`config.mk`:
```
export PLATFORM = sky130hd
export DESIGN_NAME = gmed_ctrl
export DESIGN_NICKNAME = d
export VERILOG_FILES = /design/src/gmed_pkg.sv /design/src/gmed_ctrl.sv
export SDC_FILE = /design/constraint.sdc
export NUM_CORES = 1
export LEC_CHECK = 0
export ABC_AREA = 1
export BUFFER_PORTS_ARGS = -buffer_cell sky130_fd_sc_hd__buf_2
export CAP_MARGIN = 20
export CORE_AREA = 2 2 39 41
export DETAILED_ROUTE_END_ITERATION = 10
export DIE_AREA = 0 0 41 43
export HOLD_SLACK_MARGIN = 0.05
export PLACE_DENSITY = 0.46
export SYNTH_ARGS = -nofsm -noshare
export SYNTH_HDL_FRONTEND = slang
export SYNTH_SLANG_ARGS = --single-unit
```
`constraint.sdc`:
```
create_clock -name clk -period 1.8 [get_ports clk]
set_input_delay 0.18 -clock clk [delete_from_list [all_inputs] [get_ports clk]]
set_output_delay 0.18 -clock clk [all_outputs]
set_load 0.03 [all_outputs]
```
`src/gmed_pkg.sv`:
```
// Shared types and constants for the gradient magnitude edge detector.
// Used by gmed_ctrl, gmed_dp and the top level; no dependencies.
package gmed_pkg;

	// Configuration register map
	localparam int CFG_IDX_W  = 1;
	localparam int CFG_DATA_W = 13;
	localparam logic [CFG_IDX_W-1:0] CFG_IMAGE_WIDTH = 1'd0;
	localparam logic [CFG_IDX_W-1:0] CFG_CHANNELS    = 1'd1;

	// Register field widths and reset values
	localparam int WIDTH_REG_W = 13;
	localparam int CHAN_REG_W  = 3;
	localparam logic [WIDTH_REG_W-1:0] WIDTH_RESET = 13'd640;
	localparam logic [CHAN_REG_W-1:0]  CHAN_RESET  = 3'd1;

	// Sample and result widths
	localparam int SAMPLE_W = 8;
	localparam int SUM_W    = 17;

	// Default build limits
	localparam int DEF_MAX_WIDTH    = 4096;
	localparam int DEF_MAX_CHANNELS = 4;

	typedef enum logic [2:0] {
		ST_IDLE,
		ST_POS,
		ST_RDA,
		ST_RDC,
		ST_CAPC,
		ST_SUM,
		ST_ROOT,
		ST_EMIT
	} state_t;

	// Controller to datapath commands
	typedef struct packed {
		logic load_in;
		logic do_pos;
		logic rd_c;
		logic cap_a;
		logic cap_c;
		logic do_sum;
		logic root_step;
		logic out_load;
	} cmd_t;

	// Datapath to controller status
	typedef struct packed {
		logic root_done;
		logic emit;
		logic out_free;
	} sts_t;

endpackage

```
`src/gmed_ctrl.sv`:
```
// Sequencing state machine for the edge detector: one word at a time.
// Depends on gmed_pkg; drives commands into gmed_dp.
module gmed_ctrl (
	input  logic          clk,
	input  logic          arst_n,
	input  logic          s_tvalid,
	output logic          s_tready,
	input  gmed_pkg::sts_t sts,
	output gmed_pkg::cmd_t cmd
);
	import gmed_pkg::*;

	state_t state_q, state_nxt;

	// State register
	always_ff @(posedge clk or negedge arst_n) begin
		if (!arst_n) begin
			state_q <= ST_IDLE;
		end else begin
			state_q <= state_nxt;
		end
	end

	// Next state and commands
	always_comb begin
		state_nxt = state_q;
		cmd       = '0;
		s_tready  = 1'b0;
		unique case (state_q)
			ST_IDLE: begin
				s_tready = 1'b1;
				if (s_tvalid) begin
					cmd.load_in = 1'b1;
					state_nxt   = ST_POS;
				end
			end
			ST_POS: begin
				cmd.do_pos = 1'b1;
				state_nxt  = ST_RDA;
			end
			ST_RDA: begin
				state_nxt = ST_RDC;
			end
			ST_RDC: begin
				cmd.rd_c  = 1'b1;
				cmd.cap_a = 1'b1;
				state_nxt = ST_CAPC;
			end
			ST_CAPC: begin
				cmd.cap_c = 1'b1;
				state_nxt = ST_SUM;
			end
			ST_SUM: begin
				cmd.do_sum = 1'b1;
				state_nxt  = ST_ROOT;
			end
			ST_ROOT: begin
				if (sts.root_done) begin
					state_nxt = ST_EMIT;
				end else begin
					cmd.root_step = 1'b1;
				end
			end
			ST_EMIT: begin
				if (!sts.emit) begin
					state_nxt = ST_IDLE;
				end else if (sts.out_free) begin
					cmd.out_load = 1'b1;
					state_nxt    = ST_IDLE;
				end
			end
		endcase
	end

endmodule

```
==> metrics.txt, run 1 <==
chip height=43 microns; Synth warnings=0; hpwl dp=477 microns; Die ar.=1760 sq um; Setup-failing EPs final=0; CP startpoint kind=register; area of the multi-input gates=133 sq um; Total GRT Usage=0.0864; antenna-violating nets left=0; CTS root buf=clkbuf_4; post-synthesis sequential area ratio=0.288; GRT overflow=0; first-pass GRT wire length=1050 microns; Core ar.=1380 sq um; max_cap viols=0; status=finished, final reports clean; post-synthesis cell type count=14; Arrival @ worst endpoint=1.24 ns; storage element area=75.1 sq um; commonest non-fill, non-tap cell in the layout=buf_2; PortBufs=14; Post-layout nets=67; Worst path max stage delay=0.48 ns; largest net degree at the start of global routing=9; Final Max Slew Viols=0; synthesized area=260 sq um; commonest cells after routing, fill and taps aside=buf_2 (14), nor2_1 (9), nand2_1 (8), inv_1 (8); post-synthesis cell count=43; skew final=0.00233 ns; Pwr Total=0.715 mW; final period utilization=0.791; Row Count=14; Fmax achieved=702 MHz; post_cts resized=0; CTS Buf Count=3; Worst VDD drop=0.593 mV; type of the worst min-delay path=in2reg; layout cells sized above 1=0.350; initial antenna violation count=0; drc violations=0; worst path cell trace=nand2_2 > nor2_2 > nand2_1 > nor2_1 > buf_2; largest reg by FF count=state_q; critical path's slowest cell=dfrtp_1; RD Place Congestion=0.654; DRT iter0 DRCs=6; register bit total from synthesis=3; Tmin final=1.42 ns; Synth-to-Final Area Change=41.3%; CTS tree=done; worst hold slack=0.259 ns; final hold vios=0; vias per cell=3.97; cell area after layout=368 sq um; critical path capture point type=output port; RSZ-0062 raised after global routing=false; final setup TNS=0 ns; mean area per synthesized cell=6.05 sq um; via count=302; Max-Slew Margin vs Limit=0.827; FILL cells=168; max reg flops=3; PwrDens=1940 nW/um^2; crit path max fanout=8; CP required=1.62 ns; Diodes inserted=0; Pleak=0.244 nW; clock sink count=3; Pre-antenna DRT Iters=3; Clk Latency, worst-skew pair=0.23 ns; clock-pin transition on the worst setup and hold timing paths=0.03 ns; DR WL/cell=7.49 microns; CTS HTree Levels=1; Clock Path Buffers=2; Post-Synthesis Net Count=49; starting density of the core=0.188; worst path bufs/invs=1; biggest regs=state_q: 3 flops; WS Path Type=reg2out; IO Count=15; die width=41 microns; WL final=569 microns; vias in the first global route=261; CP top delay family=flip-flops; worst slew pin tran=0.260 ns; Area after DPL=332 sq um
per-stage QoR:
stage / utilization / worst slack, ns / instances
6_report: 0.266 / 0.376 / 76
3_3_place_gp: 0.240 / 0.624 / 71
4_1_cts: 0.266 / 0.365 / 76
2_1_floorplan: - / 0.435 / 43
5_1_grt: 0.266 / 0.226 / 76
3_5_place_dp: 0.240 / 0.620 / 71
worst min-delay path: cells and delay by family:
family          cells  cell delay, ns
buf+inv             1            0.09
simple gates        2            0.11
compound gates      1            0.07
final timing paths:
path                             from         end  slack (ns)  cells after the start
min in group asynchronous      arst_n  state_q[2]        0.27                      2
max reg2reg                state_q[1]  state_q[0]        0.72                      4
max in group asynchronous      arst_n  state_q[0]        1.42                      2
min reg2reg                state_q[0]  state_q[0]        0.62                      1
max                        state_q[0]      cmd[0]        0.38                      5
min                            sts[0]  state_q[0]        0.26                      4
synthesized netlist by cell type, drive strengths merged:
library cell,count,area [sq um]
o21bai,2,15.0
a21oi,2,10.0
nor2,11,46.3
inv,9,33.8
buf,2,18.8
o21ai,1,5.00
nand3,3,15.0
dfrtp,3,75.1
nand2,9,36.3
nor3,1,5.00
routing by layer:
| layer | vias up | wire length (microns) | track usage |
|---|---|---|---|
| met2 | 6 | 272 | 0.119 |
| met4 | 0 | 0 | 0.0200 |
| met5 | - | 0 | 0 |
| met3 | 0 | 19 | 0.0471 |
| li1 | 163 | - | - |
| met1 | 133 | 277 | 0.116 |
power by group:
part	switching, mW	total, mW	internal [mW]
clock network	0.0326	0.116	0.0829
registers	0.0659	0.171	0.105
logic	0.297	0.429	0.133
area by class of cell:
class	count	area share
clock buffer	4	0.0714
tap	16	0.0544
multi-input combinational	29	0.361
timing repair buffer	15	0.218
sequential	3	0.204
inverter	9	0.0918
timing repair:
action,4_1_cts,5_1_grt
hold buffers,1,0
buffers inserted,0,0
hold endpoints to repair,3,0
logic make-up after synthesis:
kind of cell,share of synthesized area
AO/OA/AOI/OAI,0.115
flip-flops,0.288
buffers and inverters,0.202
AND/OR/NAND/NOR,0.394
Note: power is estimated with default switching activity, not from simulation.
==> run 2, diff against run 1 <==
==> constraint.sdc (replaced) <==
create_clock -name clk -period 1.4 [get_ports clk]
set_input_delay 0.14 -clock clk [delete_from_list [all_inputs] [get_ports clk]]
set_output_delay 0.14 -clock clk [all_outputs]
set_load 0.03 [all_outputs]
==> run 2 against run 1 <==
Against the previous run:
- register-to-register slack got worse by 0.36 ns
- global-route usage rose by 0.21 points
- wire length rose by 5.6%
- sequential power rose by 35%
- utilization rose by 1.5 points
- critical endpoint is now cmd[7]
- largest power group unchanged
==> metrics.txt, run 2 (synthesis gave the netlist of run 1 again) <==
status=finished, final reports clean; CTS tree=done; PwrDens=2490 nW/um^2; commonest non-fill, non-tap cell in the layout=buf_2; r2r setup slk=0.36 ns; largest reg by FF count=state_q; WL final=601 microns; critical path capture point type=output port; CP endpoint=cmd[7]; Setup-failing EPs final=0; Total GRT Usage=0.0885; Final WS setup=0.0496 ns; Final Max Slew Viols=0; worst slew pin tran=0.156 ns; Core ar.=1380 sq um; clock-pin transition on the worst setup and hold timing paths=0.04 ns; Pleak=0.245 nW; Clock Path Buffers=2; final hold vios=0; commonest cells after routing, fill and taps aside=buf_2 (12), nor2_1 (8), inv_1 (8); worst hold slack=0.210 ns; initial antenna violation count=0; Worst VDD drop=1.03 mV; Die ar.=1760 sq um; Max-Slew Margin vs Limit=0.896; clock sink count=3; CTS root buf=clkbuf_4; DR WL/cell=7.81 microns; FF-to-FF path depth=4; final period utilization=0.965; Tmin final=1.35 ns; Arrival @ worst endpoint=1.21 ns; die width=41 microns; max reg flops=3; first-pass GRT wire length=1060 microns; WS Path Type=reg2out; via count=298; Synth-to-Final Area Change=49.5%; IO Count=15; vias per cell=3.87; Fmax achieved=741 MHz; crit path max fanout=5; Pwr Total=0.967 mW; hpwl dp=472 microns; DRT iter0 DRCs=1; vias in the first global route=276; RSZ-0062 raised after global routing=true; CTS Buf Count=3; GRT overflow=0; biggest regs=state_q: 3 flops; starting density of the core=0.188; Place WS=0.244 ns; PortBufs=14; drc violations=0; Clk Latency, worst-skew pair=0.23 ns; final setup TNS=0 ns; RR Endpoint=state_q[1]; Critical path origin=state_q[2]; CTS HTree Levels=1; antenna-violating nets left=0; largest net degree at the start of global routing=9; CP startpoint kind=register; Post-layout nets=68; RR Startpoint=state_q[2]; RD Place Congestion=0.641; skew final=0.00473 ns; layout cells sized above 1=0.443; chip height=43 microns; Core Util, Final=0.281; Pre-antenna DRT Iters=2; Diodes inserted=0; CP required=1.26 ns; max_cap viols=0; type of the worst min-delay path=in2reg; Row Count=14
[run 2: changes by cell type in the layout (fill, tap and decap cells not counted)]
cell      change
buf_2         -2
buf_4         +2
clkbuf_4      +1
dfrtp_1       -3
dfrtp_2       +3
nand2_1       -1
nand2_2       +1
nor2_1        -1
nor2_2        +1
[run 2: worst min-delay path by stage]
stage               startpoint  depth (start not counted)  slack (ns)          to
floorplan               arst_n                          0       -0.16  state_q[0]
global placement        arst_n                          1       -0.06  state_q[1]
detailed placement      arst_n                          1       -0.06  state_q[2]
CTS                     sts[0]                          4        0.20  state_q[0]
global route            sts[0]                          4        0.23  state_q[0]
finish                  sts[0]                          4        0.21  state_q[0]
[run 2: metal layers]
layer  GRT usage  routed length [microns]  vias to the layer above
met5           0                        0                        -
met4      0.0400                        0                        0
li1            -                        -                      165
met3      0.0314                       27                        0
met1       0.117                      289                      127
met2       0.125                      283                        6
[run 2: report_power, final]
group          switching (mW)  internal, mW
registers              0.0874         0.144
logic                   0.392         0.195
clock network          0.0423         0.107
[run 2: cell type report]
| class | instances | area (sq um) |
|---|---|---|
| multi-input cells | 29 | 138 |
| repair buffers | 16 | 92.6 |
| fillers | 163 | 995 |
| well taps | 16 | 20.0 |
| flip-flops and latches | 3 | 78.8 |
| clock buffers | 4 | 26.3 |
| inverters | 9 | 33.8 |
[run 2: through the flow]
step,cells,instance area (sq um)
after floorplan,43,260
after global placement,71,332
after detailed placement,71,332
after CTS,76,369
after global routing,77,389
final,77,389
[run 2: worst max-delay path, cell delays in order (launching register included)]
cell and delay, ns:
dfrtp_2 0.43, nor2_1 0.17, nand2_2 0.10, nor2_1 0.09, clkbuf_4 0.19
[run 2: repair_timing]
item                                   CTS  global route
gates resized for setup                  1             7
setup endpoints to repair                1             4
hold buffers                             1             0
buffers inserted                         0             1
endpoints found under the hold margin    3             0
==> run 3, diff against run 2 <==
--- a/config.mk
+++ b/config.mk
@@ -6,13 +6,13 @@
 export NUM_CORES = 1
 export LEC_CHECK = 0
 export ABC_AREA = 1
-export BUFFER_PORTS_ARGS = -buffer_cell sky130_fd_sc_hd__buf_2
 export CAP_MARGIN = 20
 export CORE_AREA = 2 2 39 41
 export DETAILED_ROUTE_END_ITERATION = 10
 export DIE_AREA = 0 0 41 43
+export DONT_BUFFER_PORTS = 1
 export HOLD_SLACK_MARGIN = 0.05
-export PLACE_DENSITY = 0.46
+export PLACE_DENSITY = 0.36
 export SYNTH_ARGS = -nofsm -noshare
 export SYNTH_HDL_FRONTEND = slang
 export SYNTH_SLANG_ARGS = --single-unit
==> run 3 against run 2 <==
Against the previous run:
- die area unchanged
- sequential cell count stayed put
- utilization down 3.8 points
- largest power group unchanged
- hold slack got worse by 0.11 ns
- fmax grew 2.8%
- cell area shrank 14%
- wire length fell by 4.3%
- critical endpoint unchanged
- combinational power shrank 9.9%
- register-to-register slack about the same
- sequential power is 2% higher
==> metrics.txt, run 3 (synthesis gave the netlist of run 1 again) <==
status=finished, final reports clean; Setup-failing EPs final=0; RR Endpoint=state_q[1]; commonest cells after routing, fill and taps aside=inv_1 (8), nor2_1 (8), nand2_1 (7); RSZ-0062 raised after global routing=false; first-pass GRT wire length=883 microns; layout cells sized above 1=0.320; clock-pin transition on the worst setup and hold timing paths=0.04 ns; biggest regs=state_q: 3 flops; Post-layout nets=57; Int Power=0.406 mW; Hold Path End=state_q[0]; crit path max fanout=5; Reg power frac=0.256; Placed Cells=61; RD Place Congestion=0.636; Max-Slew Margin vs Limit=0.824; Sw Share=0.558; fin cells=66; largest reg by FF count=state_q; worst slew pin tran=0.264 ns; CTS HTree Levels=1; final period utilization=0.938; starting density of the core=0.188; vias per cell=3.97; chip height=43 microns; Row Count=14; FF-to-FF path depth=4; DRT iter0 DRCs=4; RR Startpoint=state_q[2]; switching power=0.513 mW; Pre-antenna DRT Iters=4; Arrival @ worst endpoint=1.17 ns; initial antenna violation count=0; Final Max Slew Viols=0; final setup TNS=0 ns; die width=41 microns; Diodes inserted=0; CP required=1.26 ns; Worst VDD drop=0.669 mV; Die ar.=1760 sq um; drc violations=0; final hold vios=0; clock sink count=3; Synth-to-Final Area Change=29.3%; max_cap viols=0; Comb pwr share=0.576; GRT overflow=0; skew final=0.00423 ns; Clock Path Buffers=2; PwrDens=2730 nW/um^2; hold_sp=sts[0]; vias in the first global route=239; type of the worst min-delay path=in2reg; Core ar.=1380 sq um; via count=262; CTS root buf=clkbuf_4; critical path capture point type=output port; post-CTS setup buffer count=0; Clk Latency, worst-skew pair=0.24 ns; WS Path Type=reg2out; Total GRT Usage=0.0824; Fmax achieved=761 MHz; CP startpoint kind=register; clock share of power=0.169; CTS tree=done; CTS Buf Count=3; WL final=575 microns; hpwl dp=450 microns; worst hold path stage count=3; DR WL/cell=8.71 microns; r2r setup slk=0.36 ns; Pleak=0.196 nW; largest net degree at the start of global routing=9; max reg flops=3; antenna-violating nets left=0; Tmin final=1.31 ns; PortBufs=0; IO Count=15
## run 3: cell count changes in the layout (fill, tap and decap cells not counted), sizes merged
cell    previous run  this run
buf               14         4
clkbuf             5         4
## run 3: worst max-delay path, stage by stage (launching register included)
cell and delay (ns):
dfrtp_2 0.44, nor2_2 0.16, nand2_2 0.09, nor2_1 0.09
buf_4 0.16
## run 3: worst max-delay path by stage
stage,startpoint,to,slack [ns],cells past startpoint
2_1_floorplan,state_q[0],cmd[3],0.08,2
3_3_place_gp,state_q[1],cmd[7],0.27,4
3_5_place_dp,state_q[1],cmd[7],0.28,4
4_1_cts,state_q[1],cmd[7],0.01,4
5_1_grt,state_q[1],cmd[0],0.01,5
6_report,state_q[2],cmd[7],0.09,4
## run 3: cell type report
| cell class | instances | area (sq um) |
|---|---|---|
| Clock buffer | 4 | 26.3 |
| Timing Repair Buffer | 5 | 40.0 |
| Multi-Input combinational cell | 29 | 138 |
| Tap cell | 16 | 20.0 |
| Fill cell | 158 | 1050 |
| Inverter | 9 | 33.8 |
| Sequential cell | 3 | 78.8 |
## run 3: routing by layer
| metal | GRT usage | part of all wire | vias up |
|---|---|---|---|
| li1 | - | - | 143 |
| met3 | 0.0419 | 0.061 | 2 |
| met1 | 0.0742 | 0.40 | 107 |
| met2 | 0.113 | 0.50 | 10 |
| met5 | 0 | 0 | - |
| met4 | 0.100 | 0.033 | 0 |
## run 3: through the flow
step                      total power [mW]  utilization  setup WS (ns)  hold slack (ns)  cell area [sq um]
after floorplan                      0.675            -         0.0754           -0.156                260
after global placement               0.751        0.211          0.267           -0.156                292
after detailed placement             0.743        0.211          0.279           -0.156                292
after CTS                            0.910        0.237         0.0119            0.102                328
after global routing                 0.993        0.243         0.0149            0.108                337
final                                0.919        0.243         0.0863            0.101                337
## run 3: repair_timing
action,CTS,global route
gates resized for setup,0,5
endpoints found under the hold margin,3,0
setup endpoints to repair,0,4
hold buffers,1,0
## run 3: power by group through the flow
stage / clock (mW) / combinational [mW] / sequential [mW]
2_1_floorplan: 0 / 0.493 / 0.182
3_3_place_gp: 0 / 0.526 / 0.225
3_5_place_dp: 0 / 0.522 / 0.221
4_1_cts: 0.164 / 0.527 / 0.219
5_1_grt: 0.164 / 0.581 / 0.248
6_report: 0.155 / 0.529 / 0.235
